### config.mk
export PLATFORM = sky130hd
export DESIGN_NAME = wspr_symbol_transmit_sequencer
export DESIGN_NICKNAME = d
export VERILOG_FILES = /design/src/rtl/wsts_pkg.sv /design/src/rtl/wspr_symbol_transmit_sequencer.sv /design/src/rtl/wsts_cfg.sv /design/src/rtl/wsts_store.sv /design/src/rtl/wsts_seq.sv
export SDC_FILE = /design/constraint.sdc
export NUM_CORES = 2
export LEC_CHECK = 0
export ABC_AREA = 1
export BUFFER_PORTS_ARGS = -buffer_cell sky130_fd_sc_hd__buf_2
export CORE_MARGIN = 2
export CORE_UTILIZATION = 65
export DETAILED_ROUTE_END_ITERATION = 8
export PLACE_DENSITY = 0.83
export SLEW_MARGIN = 20
export SYNTH_ARGS = -nofsm -noshare
export SYNTH_HDL_FRONTEND = slang
export SYNTH_SLANG_ARGS = --single-unit
### constraint.sdc
create_clock -name i_clk -period 15.22 [get_ports i_clk]
set_input_delay 1.522 -clock i_clk [delete_from_list [all_inputs] [get_ports i_clk]]
set_output_delay 1.522 -clock i_clk [all_outputs]
set_load 0.01 [all_outputs]
### src/rtl/wsts_pkg.sv
// ---------------------------------------------------------------------------
// wsts_pkg
// types, codes and constants shared by the transmit sequencer modules
// ---------------------------------------------------------------------------
package wsts_pkg;

    localparam int MESSAGE_LENGTH = 162;
    localparam int IDX_W = (MESSAGE_LENGTH > 1) ? $clog2(MESSAGE_LENGTH) : 1;
    localparam int PTR_W = $clog2(MESSAGE_LENGTH + 1);

    localparam logic [29:0] FREQ_MAX = 30'd1065539394;

    // floor(x / 1000) = (x * DIV_MUL) >> DIV_SHIFT, exact for any 32-bit x
    localparam logic [28:0] DIV_MUL = 29'd274877907;
    localparam int DIV_SHIFT = 38;

    // register indexes
    localparam logic [1:0] REG_BASE_FREQ = 2'd0;
    localparam logic [1:0] REG_OFFSET_FREQ = 2'd1;
    localparam logic [1:0] REG_SYMBOL_DUR = 2'd2;
    localparam logic [1:0] REG_CYCLE_SEC = 2'd3;

    localparam logic [29:0] RST_BASE_FREQ = 30'd0;
    localparam logic [15:0] RST_OFFSET_FREQ = 16'd1500;
    localparam logic [15:0] RST_SYMBOL_DUR = 16'd682;
    localparam logic [11:0] RST_CYCLE_SEC = 12'd240;
    localparam logic [39:0] RST_BASE_MHZ = 40'd1500000;
    localparam logic [21:0] RST_CYCLE_MS = 22'd240000;

    // reported state codes
    localparam logic [1:0] TX_CODE_IDLE = 2'd0;
    localparam logic [1:0] TX_CODE_TX = 2'd1;
    localparam logic [1:0] TX_CODE_WAIT = 2'd2;

    typedef enum logic [1:0] {
        FUNC_POLL  = 2'd0,
        FUNC_START = 2'd1,
        FUNC_STOP  = 2'd2,
        FUNC_LOAD  = 2'd3
    } t_func;

    typedef enum logic [2:0] {
        ST_IDLE = 3'b001,
        ST_TX   = 3'b010,
        ST_WAIT = 3'b100
    } t_state;

    typedef struct packed {
        logic [39:0] base_mhz;
        logic [15:0] dur_ms;
        logic [21:0] cycle_ms;
        logic        busy;
    } t_cfg;

    typedef struct packed {
        t_func       func;
        logic [31:0] now_ms;
        logic [7:0]  idx;
        logic [1:0]  val;
        logic        done;
    } t_item;

    typedef struct packed {
        logic        en;
        logic        upd;
        logic [29:0] freq;
        logic [1:0]  state;
        logic [31:0] diff;
    } t_result;

    typedef struct packed {
        logic             we;
        logic [IDX_W-1:0] addr;
        logic [1:0]       data;
    } t_store_wr;

    function automatic logic [12:0] tone_mhz(logic [1:0] tone);
        logic [12:0] v;
        case (tone)
            2'd0: v = 13'd0;
            2'd1: v = 13'd1465;
            2'd2: v = 13'd2930;
            2'd3: v = 13'd4394;
            default: v = 13'd0;
        endcase
        return v;
    endfunction

endpackage

### src/rtl/wspr_symbol_transmit_sequencer.sv
// ---------------------------------------------------------------------------
// wspr_symbol_transmit_sequencer
// 4-fsk beacon transmit sequencer with stream ports and apb settings
// ---------------------------------------------------------------------------
// a result goes through the input, sequencer result and output registers in turn
// throughput: one item per cycle, set by the state update stage, unless the output stalls
// or a settings write holds item processing while the derived products settle
// reset (synchronous, active low): idle, carrier off, settings to defaults
// the symbol memory is not cleared by reset
module wspr_symbol_transmit_sequencer (
    input  logic        i_clk,
    input  logic        i_rst_n,
    input  logic        s_axis_tvalid,
    output logic        s_axis_tready,
    input  logic [47:0] s_axis_tdata,  // now_ms, symbol_index, symbol_value, zero pad
    input  logic [1:0]  s_axis_tuser,  // func
    input  logic        s_axis_tlast,  // load_done
    output logic        m_axis_tvalid,
    input  logic        m_axis_tready,
    output logic [55:0] m_axis_tdata,  // carrier_enable, freq_millihz, tx_state, cycle_second
    output logic        m_axis_tuser,  // freq_update
    input  logic        psel,
    input  logic        penable,
    input  logic        pwrite,
    input  logic [3:0]  paddr,
    input  logic [31:0] pwdata,
    output logic [31:0] prdata,
    output logic        pready
);
    import wsts_pkg::*;

    t_cfg             w_cfg;
    t_item            r_in;
    logic             r_v0;
    logic             r_v1;
    logic             r_v2;
    logic             w_ld1;
    logic             w_ld2;
    logic             w_free1;
    logic             w_free0;
    t_store_wr        w_wr;
    logic [IDX_W-1:0] w_rd_addr;
    logic [1:0]       w_sym;
    t_result          w_res;
    logic [60:0]      w_prod;
    logic             r_out_en;
    logic             r_out_upd;
    logic [29:0]      r_out_freq;
    logic [1:0]       r_out_state;
    logic [22:0]      r_out_sec;

    wsts_cfg u_cfg (
        .i_clk   (i_clk),
        .i_rst_n (i_rst_n),
        .psel    (psel),
        .penable (penable),
        .pwrite  (pwrite),
        .paddr   (paddr),
        .pwdata  (pwdata),
        .prdata  (prdata),
        .pready  (pready),
        .o_cfg   (w_cfg)
    );

    wsts_store u_store (
        .i_clk     (i_clk),
        .i_rst_n   (i_rst_n),
        .i_wr      (w_wr),
        .i_rd_addr (w_rd_addr),
        .o_sym     (w_sym)
    );

    wsts_seq u_seq (
        .i_clk     (i_clk),
        .i_rst_n   (i_rst_n),
        .i_ld      (w_ld1),
        .i_item    (r_in),
        .i_cfg     (w_cfg),
        .i_sym     (w_sym),
        .o_wr      (w_wr),
        .o_rd_addr (w_rd_addr),
        .o_res     (w_res)
    );

    // a stage moves when the next is empty or moving; the first also waits on busy
    assign w_ld2 = r_v1 && (!r_v2 || m_axis_tready);
    assign w_free1 = !r_v1 || w_ld2;
    assign w_ld1 = r_v0 && w_free1 && !w_cfg.busy;
    assign w_free0 = !r_v0 || w_ld1;
    assign s_axis_tready = w_free0;

    always_ff @(posedge i_clk) begin
        if (!i_rst_n) begin
            r_v0 <= 1'b0;
            r_v1 <= 1'b0;
            r_v2 <= 1'b0;
        end else begin
            if (w_free0) begin
                r_v0 <= s_axis_tvalid;
            end
            if (w_free1) begin
                r_v1 <= w_ld1;
            end
            if (!r_v2 || m_axis_tready) begin
                r_v2 <= r_v1;
            end
        end
    end

    always_ff @(posedge i_clk) begin
        if (w_free0 && s_axis_tvalid) begin
            r_in.func <= t_func'(s_axis_tuser);
            r_in.now_ms <= s_axis_tdata[31:0];
            r_in.idx <= s_axis_tdata[39:32];
            r_in.val <= s_axis_tdata[41:40];
            r_in.done <= s_axis_tlast;
        end
    end

    // seconds since cycle start: divide by 1000 through reciprocal multiply
    assign w_prod = 61'(w_res.diff) * 61'(DIV_MUL);

    always_ff @(posedge i_clk) begin
        if (w_ld2) begin
            r_out_en <= w_res.en;
            r_out_upd <= w_res.upd;
            r_out_freq <= w_res.freq;
            r_out_state <= w_res.state;
            r_out_sec <= w_prod[DIV_SHIFT +: 23];
        end
    end

    assign m_axis_tvalid = r_v2;
    assign m_axis_tuser = r_out_upd;
    assign m_axis_tdata = {r_out_sec, r_out_state, r_out_freq, r_out_en};

endmodule

### src/rtl/wsts_cfg.sv
// ---------------------------------------------------------------------------
// wsts_cfg
// apb register file plus registered products derived from the settings
// ---------------------------------------------------------------------------
module wsts_cfg (
    input  logic            i_clk,
    input  logic            i_rst_n,
    input  logic            psel,
    input  logic            penable,
    input  logic            pwrite,
    input  logic [3:0]      paddr,
    input  logic [31:0]     pwdata,
    output logic [31:0]     prdata,
    output logic            pready,
    output wsts_pkg::t_cfg  o_cfg
);
    import wsts_pkg::*;

    logic [29:0] r_base_freq;
    logic [15:0] r_offset_freq;
    logic [15:0] r_symbol_dur;
    logic [11:0] r_cycle_sec;
    logic [39:0] r_base_mhz;
    logic [21:0] r_cycle_ms;
    logic        r_busy;
    logic        w_wr;
    logic [1:0]  w_reg;

    assign pready = 1'b1;
    assign w_wr = psel && penable && pwrite;
    assign w_reg = paddr[3:2];

    always_ff @(posedge i_clk) begin
        if (!i_rst_n) begin
            r_base_freq <= RST_BASE_FREQ;
            r_offset_freq <= RST_OFFSET_FREQ;
            r_symbol_dur <= RST_SYMBOL_DUR;
            r_cycle_sec <= RST_CYCLE_SEC;
            r_base_mhz <= RST_BASE_MHZ;
            r_cycle_ms <= RST_CYCLE_MS;
            r_busy <= 1'b0;
        end else begin
            r_busy <= w_wr;
            r_base_mhz <= 40'((31'(r_base_freq) + 31'(r_offset_freq)) * 41'd1000);
            r_cycle_ms <= 22'(r_cycle_sec * 22'd1000);
            if (w_wr) begin
                case (w_reg)
                    REG_BASE_FREQ: r_base_freq <= pwdata[29:0];
                    REG_OFFSET_FREQ: r_offset_freq <= pwdata[15:0];
                    REG_SYMBOL_DUR: r_symbol_dur <= pwdata[15:0];
                    REG_CYCLE_SEC: r_cycle_sec <= pwdata[11:0];
                    default: ;
                endcase
            end
        end
    end

    always_comb begin
        case (w_reg)
            REG_BASE_FREQ: prdata = 32'(r_base_freq);
            REG_OFFSET_FREQ: prdata = 32'(r_offset_freq);
            REG_SYMBOL_DUR: prdata = 32'(r_symbol_dur);
            REG_CYCLE_SEC: prdata = 32'(r_cycle_sec);
            default: prdata = 32'd0;
        endcase
    end

    // derived products are registered from the settings, busy covers the gap after a write
    assign o_cfg.base_mhz = r_base_mhz;
    assign o_cfg.dur_ms = r_symbol_dur;
    assign o_cfg.cycle_ms = r_cycle_ms;
    assign o_cfg.busy = r_busy || w_wr;

endmodule

### src/rtl/wsts_store.sv
// ---------------------------------------------------------------------------
// wsts_store
// symbol memory, one write and one registered read port, write forwarding
// ---------------------------------------------------------------------------
module wsts_store (
    input  logic                          i_clk,
    input  logic                          i_rst_n,
    input  wsts_pkg::t_store_wr           i_wr,
    input  logic [wsts_pkg::IDX_W-1:0]    i_rd_addr,
    output logic [1:0]                    o_sym
);
    import wsts_pkg::*;

    logic [1:0] r_mem [0:MESSAGE_LENGTH-1];
    logic [1:0] r_rd_data;
    logic [1:0] r_fwd_data;
    logic       r_fwd_hit;

    always_ff @(posedge i_clk) begin
        if (i_wr.we) begin
            r_mem[i_wr.addr] <= i_wr.data;
        end
        r_rd_data <= r_mem[i_rd_addr];
        r_fwd_data <= i_wr.data;
    end

    always_ff @(posedge i_clk) begin
        if (!i_rst_n) begin
            r_fwd_hit <= 1'b0;
        end else begin
            r_fwd_hit <= i_wr.we && (i_wr.addr == i_rd_addr);
        end
    end

    assign o_sym = r_fwd_hit ? r_fwd_data : r_rd_data;

endmodule

### src/rtl/wsts_seq.sv
// ---------------------------------------------------------------------------
// wsts_seq
// transmit state machine, one item per cycle while i_ld is high, with its result register
// ---------------------------------------------------------------------------
module wsts_seq (
    input  logic                          i_clk,
    input  logic                          i_rst_n,
    input  logic                          i_ld,
    input  wsts_pkg::t_item               i_item,
    input  wsts_pkg::t_cfg                i_cfg,
    input  logic [1:0]                    i_sym,
    output wsts_pkg::t_store_wr           o_wr,
    output logic [wsts_pkg::IDX_W-1:0]    o_rd_addr,
    output wsts_pkg::t_result             o_res
);
    import wsts_pkg::*;

    t_state           r_state, n_state;
    logic [PTR_W-1:0] r_ptr, n_ptr;
    logic [31:0]      r_cyc_start, n_cyc_start;
    logic [31:0]      r_sym_start, n_sym_start;
    logic             r_rdy, n_rdy;
    logic             r_en, n_en;
    t_result          r_res, n_res;

    logic [31:0]      w_cyc_diff;
    logic [31:0]      w_sym_diff;
    logic [40:0]      w_sum;
    logic [29:0]      w_freq;
    logic [PTR_W:0]   w_ptr_inc;

    assign w_cyc_diff = i_item.now_ms - r_cyc_start;
    assign w_sym_diff = i_item.now_ms - r_sym_start;
    assign w_sum = 41'(i_cfg.base_mhz) + 41'(tone_mhz(i_sym));
    assign w_freq = (w_sum > 41'(FREQ_MAX)) ? FREQ_MAX : w_sum[29:0];
    assign w_ptr_inc = (PTR_W + 1)'(r_ptr) + 1'b1;

    always_comb begin
        n_state = r_state;
        n_ptr = r_ptr;
        n_cyc_start = r_cyc_start;
        n_sym_start = r_sym_start;
        n_rdy = r_rdy;
        n_en = r_en;
        o_wr.we = 1'b0;
        o_wr.addr = i_item.idx[IDX_W-1:0];
        o_wr.data = i_item.val;
        n_res.upd = 1'b0;
        n_res.freq = 30'd0;
        if (i_ld) begin
            case (i_item.func)
                FUNC_START: begin
                    n_state = ST_TX;
                    n_ptr = '0;
                    n_cyc_start = i_item.now_ms;
                    n_en = 1'b1;
                end
                FUNC_STOP: begin
                    n_en = 1'b0;
                    n_state = ST_IDLE;
                end
                FUNC_LOAD: begin
                    o_wr.we = (int'(i_item.idx) < MESSAGE_LENGTH);
                    if (i_item.done) begin
                        n_rdy = 1'b1;
                    end
                end
                FUNC_POLL: begin
                    case (r_state)
                        ST_WAIT: begin
                            if (w_cyc_diff > 32'(i_cfg.cycle_ms)) begin
                                n_state = ST_TX;
                                n_ptr = '0;
                                n_cyc_start = i_item.now_ms;
                                n_en = 1'b1;
                            end
                        end
                        ST_TX: begin
                            if (!r_rdy) begin
                                n_state = ST_WAIT;
                            end else if (r_ptr == '0 ||
                                         w_sym_diff >= 32'(i_cfg.dur_ms)) begin
                                n_sym_start = i_item.now_ms;
                                n_res.upd = 1'b1;
                                n_res.freq = w_freq;
                                n_ptr = w_ptr_inc[PTR_W-1:0];
                                if (int'(w_ptr_inc) >= MESSAGE_LENGTH) begin
                                    n_en = 1'b0;
                                    n_state = ST_WAIT;
                                end
                            end
                        end
                        ST_IDLE: ;
                        default: ;
                    endcase
                end
                default: ;
            endcase
        end
        n_res.en = n_en;
        case (n_state)
            ST_TX: n_res.state = TX_CODE_TX;
            ST_WAIT: n_res.state = TX_CODE_WAIT;
            default: n_res.state = TX_CODE_IDLE;
        endcase
        n_res.diff = i_item.now_ms - n_cyc_start;
    end

    // memory read is addressed with the next pointer, so its registered data matches r_ptr
    assign o_rd_addr = (int'(n_ptr) < MESSAGE_LENGTH) ? n_ptr[IDX_W-1:0] : '0;

    always_ff @(posedge i_clk) begin
        if (!i_rst_n) begin
            r_state <= ST_IDLE;
            r_ptr <= '0;
            r_cyc_start <= 32'd0;
            r_sym_start <= 32'd0;
            r_rdy <= 1'b0;
            r_en <= 1'b0;
        end else begin
            r_state <= n_state;
            r_ptr <= n_ptr;
            r_cyc_start <= n_cyc_start;
            r_sym_start <= n_sym_start;
            r_rdy <= n_rdy;
            r_en <= n_en;
        end
    end

    always_ff @(posedge i_clk) begin
        if (i_ld) begin
            r_res <= n_res;
        end
    end

    assign o_res = r_res;

endmodule

==> flow_metrics.py <==
metrics = {
    "cells_and_area": {
        "drive_gt1_share_pct": 5.86,
        "antennaDiodeCount": 0,
        "fin_nets": 7879,
        "area_growth_pct": 7.99,
    },
    "routing": {
        "post_drt_wl_per_cell_um": 18.2,
        "drt_iter0_drc": 4037,
        "drt_first_pass_iters": 6,
        "vias": 45300,
        "via_per_inst": 5.75,
        "drc": 0,
        "routed_wl_um": 143000,
        "detail-route-antenna-nets": 0,
    },
    "global_route": {
        "grt_util_met3_pct": 5.76,
        "grt_max_degree": 125,
        "grt_usage_pct": 31.7,
        "met1_usage_pct": 41.4,
        "grt_antenna_before_repair": 1,
        "overflow": 0,
        "use_met2_pct": 52.7,
        "grt.busiest_layer": "met2",
        "grt_pass1_wl_um": 229000,
        "grt_pass1_vias": 45500,
    },
    "clocking": {
        "cts_tree": "done",
        "post_cts_resized": 0,
        "cts-root-buf": "clkbuf_16",
        "numCtsBuffers": 76,
        "path_clk_slew_ns": 0.06,
        "htree_num_levels": 3,
        "cts_setup_buffers": 0,
        "clock-sinks": 706,
        "cts_max_path_buffers": 3,
        "clock_latency_ns": 0.68,
        "hold_buffers": 0,
    },
    "timing": {
        "fin_crit_sh_pct": 57.8,
        "slew_headroom_pct": 26.3,
        "fin_skew_ns": 0.0533,
        "report.final.slew_viol_count": 0,
        "setup_violations": 0,
        "layout_min_cycle_time_ns": 8.80,
        "finalSetupTns_ns": 0,
        "worstMarginPinSlew_ns": 1.11,
        "max_freq_mhz": 114,
        "hold_violations": 0,
        "rsz0062_at_grt": "no",
    },
    "logic_synthesis": {
        "yosys.area.top_type": "edfxtp_1",
        "synth_area_um2": 57900,
        "synthFlopType": "edfxtp_1",
        "ys_seq_area_share_pct": 32.9,
        "synth_cell_type_count": 61,
        "netlist_instances": 6537,
        "avgSynthCellArea_um2": 8.85,
        "yosysTopAreaCellShare_pct": 25.4,
        "ys_top_cells_by_count": "1334 x inv_1, 977 x nand2_1, 673 x ha_1, 563 x nor2_1, 490 x edfxtp_1",
        "synth-seq-cells": 706,
        "synth_edf_count": 490,
        "synthTopCellsByArea": "edfxtp_1 25%, fa_1 16%, ha_1 15%, inv_1 8.7%, dfxtp_1 7.5%",
        "postSynth.asyncResetShare_pct": 0,
        "yosys_warnings": 0,
        "yosysMostFrequentCell": "inv_1",
    },
    "critical_path": {
        "slowest_stage": "nand3_2",
        "crit_fanout": 81,
        "end_kind": "flop",
        "critPathLaunchType": "flop",
        "max_stage_delay_ns": 0.96,
        "cp_data_required_time_ns": 15.82,
        "crit_type": "reg -> reg",
        "r2r-start": "r_in[12]$_DFFE_PP_",
        "cp_data_arrival_time_ns": 9.39,
        "crit_top_cell": "nand2_1",
        "startpoint": "r_in[12]$_DFFE_PP_",
    },
    "die": {
        "fp.dieH_um": 302,
        "coreArea_um2": 88200,
        "ios": 186,
        "dieArea_um2": 91400,
        "row_count": 109,
        "start_util_pct": 65.6,
        "dieWidth_um": 302,
    },
    "place": {
        "gp_congestion": 0.950,
        "place_hpwl_um": 105000,
        "port_buffers": 171,
    },
    "worst_hold_path": {
        "hold_path.class": "reg -> reg",
        "min-delay-start": "u_seq.o_res[56]$_SDFFCE_PP0P_",
    },
    "outcome": {
        "status": "finished, final reports clean",
    },
    "run": {
        "maxCapViolations": 0,
    },
}
## registers in the layout, indices dropped and copies added (netlist names), 3 cells and up
name / count
u_seq.o_res: 65
u_store.r_mem: 324
u_seq.r_state: 3
u_cfg.r_offset_freq: 16
u_seq.r_ptr: 8
u_cfg.r_base_freq: 30
u_seq.r_cyc_start: 32
u_cfg.r_symbol_dur: 16
r_out_sec: 23
u_cfg.r_base_mhz: 37
u_cfg.r_cycle_ms: 19
r_out_freq: 29
u_cfg.r_cycle_sec: 12
r_in: 45
u_seq.r_sym_start: 32
## worst paths after layout
| path | cells past startpoint | slack, ns | end |
|---|---|---|---|
| worst max register to register | 38 | 6.42 | u_store.r_rd_data[1]$_DFF_P_ |
| worst min register to register | 0 | 0.38 | r_out_freq[22]$_DFFE_PP_ |
| worst min-delay path | 0 | 0.38 | r_out_freq[22]$_DFFE_PP_ |
| worst max-delay path | 38 | 6.42 | u_store.r_rd_data[1]$_DFF_P_ |
## cell usage in the layout, fill, tap and decap left out, types with 9 or more instances in the layout
master,instances
nand3_1,418
a31oi_1,10
a22oi_1,12
dfxtp_1,216
buf_2,170
clkbuf_16,79
o2111ai_1,14
xnor2_1,39
o211ai_1,43
a21oi_1,351
o21bai_1,15
ha_1,673
o21a_1,17
clkinv_2,14
edfxtp_1,490
nand3b_1,9
clkbuf_8,9
o21ai_0,292
o21ai_1,14
or2_1,30
nand4_1,110
nand2_1,977
nor4_1,15
inv_1,1334
buf_4,36
clkinv_1,10
nor2_2,9
xor2_1,120
nor3_1,39
clkbuf_1,10
bufinv_16,9
nor2_1,561
or2_2,11
fa_1,455
## layout make-up
cell class	count	area, um^2
multi-input cells	4320	33000
fillers	6487	25800
flip-flops and latches	706	19000
inverters	1346	5050
clock buffers	98	2140
well taps	1165	1460
repair buffers	207	1150
clock inverters	42	596
## metrics by stage
stage | instances | hold WS, ns | cell area (um^2) | worst slack, ns | util [%]
2_1_floorplan | 6539 | 0.400 | 57900 | 8.01 | -
3_3_place_gp | 7743 | 0.401 | 59700 | 6.96 | 67.7
3_5_place_dp | 7743 | 0.405 | 59700 | 6.72 | 67.7
4_1_cts | 7883 | 0.381 | 62400 | 6.64 | 70.8
5_1_grt | 7884 | 0.395 | 62500 | 5.90 | 70.8
6_report | 7884 | 0.384 | 62500 | 6.42 | 70.8
## per-layer routing
metal | vias up | routed length (um) | part of all wire, %
met1 | 21400 | 57100 | 40
met3 | 435 | 12800 | 8.9
met2 | 2075 | 67300 | 47
met4 | 2 | 5880 | 4.1
li1 | 21400 | - | -
met5 | - | 13 | 0.0091
## kinds of logic (layout without fill, tap and decap cells)
| group | after synthesis | count (layout) | share of synthesized area, % |
|---|---|---|---|
| AOI/OAI and AO/OA | 825 | 825 | 7.97 |
| xor gates and xnor gates | 159 | 159 | 2.41 |
| adders and majority gates | 1128 | 1128 | 30.3 |
| buffers and inverters | 1513 | 1693 | 10.1 |
| DFF | 706 | 706 | 32.9 |
| other | 2 | 4 | 0.0130 |
| and+or+nand+nor | 2204 | 2204 | 16.3 |
## worst max-delay path, delay by kind of cell (launching register included)
family                   cells  cell delay, ns
AO/OA/AOI/OAI                6            1.17
XOR/XNOR                     1            0.15
adder cells (fa/ha/maj)      2            0.84
buffers and inverters        4            1.68
flip-flops                   1            0.58
AND/OR/NAND/NOR             25            4.27
Power is left out: the tool's default activity adds up to more than one toggle a clock period on the data nets, which glitch-free logic cannot reach.
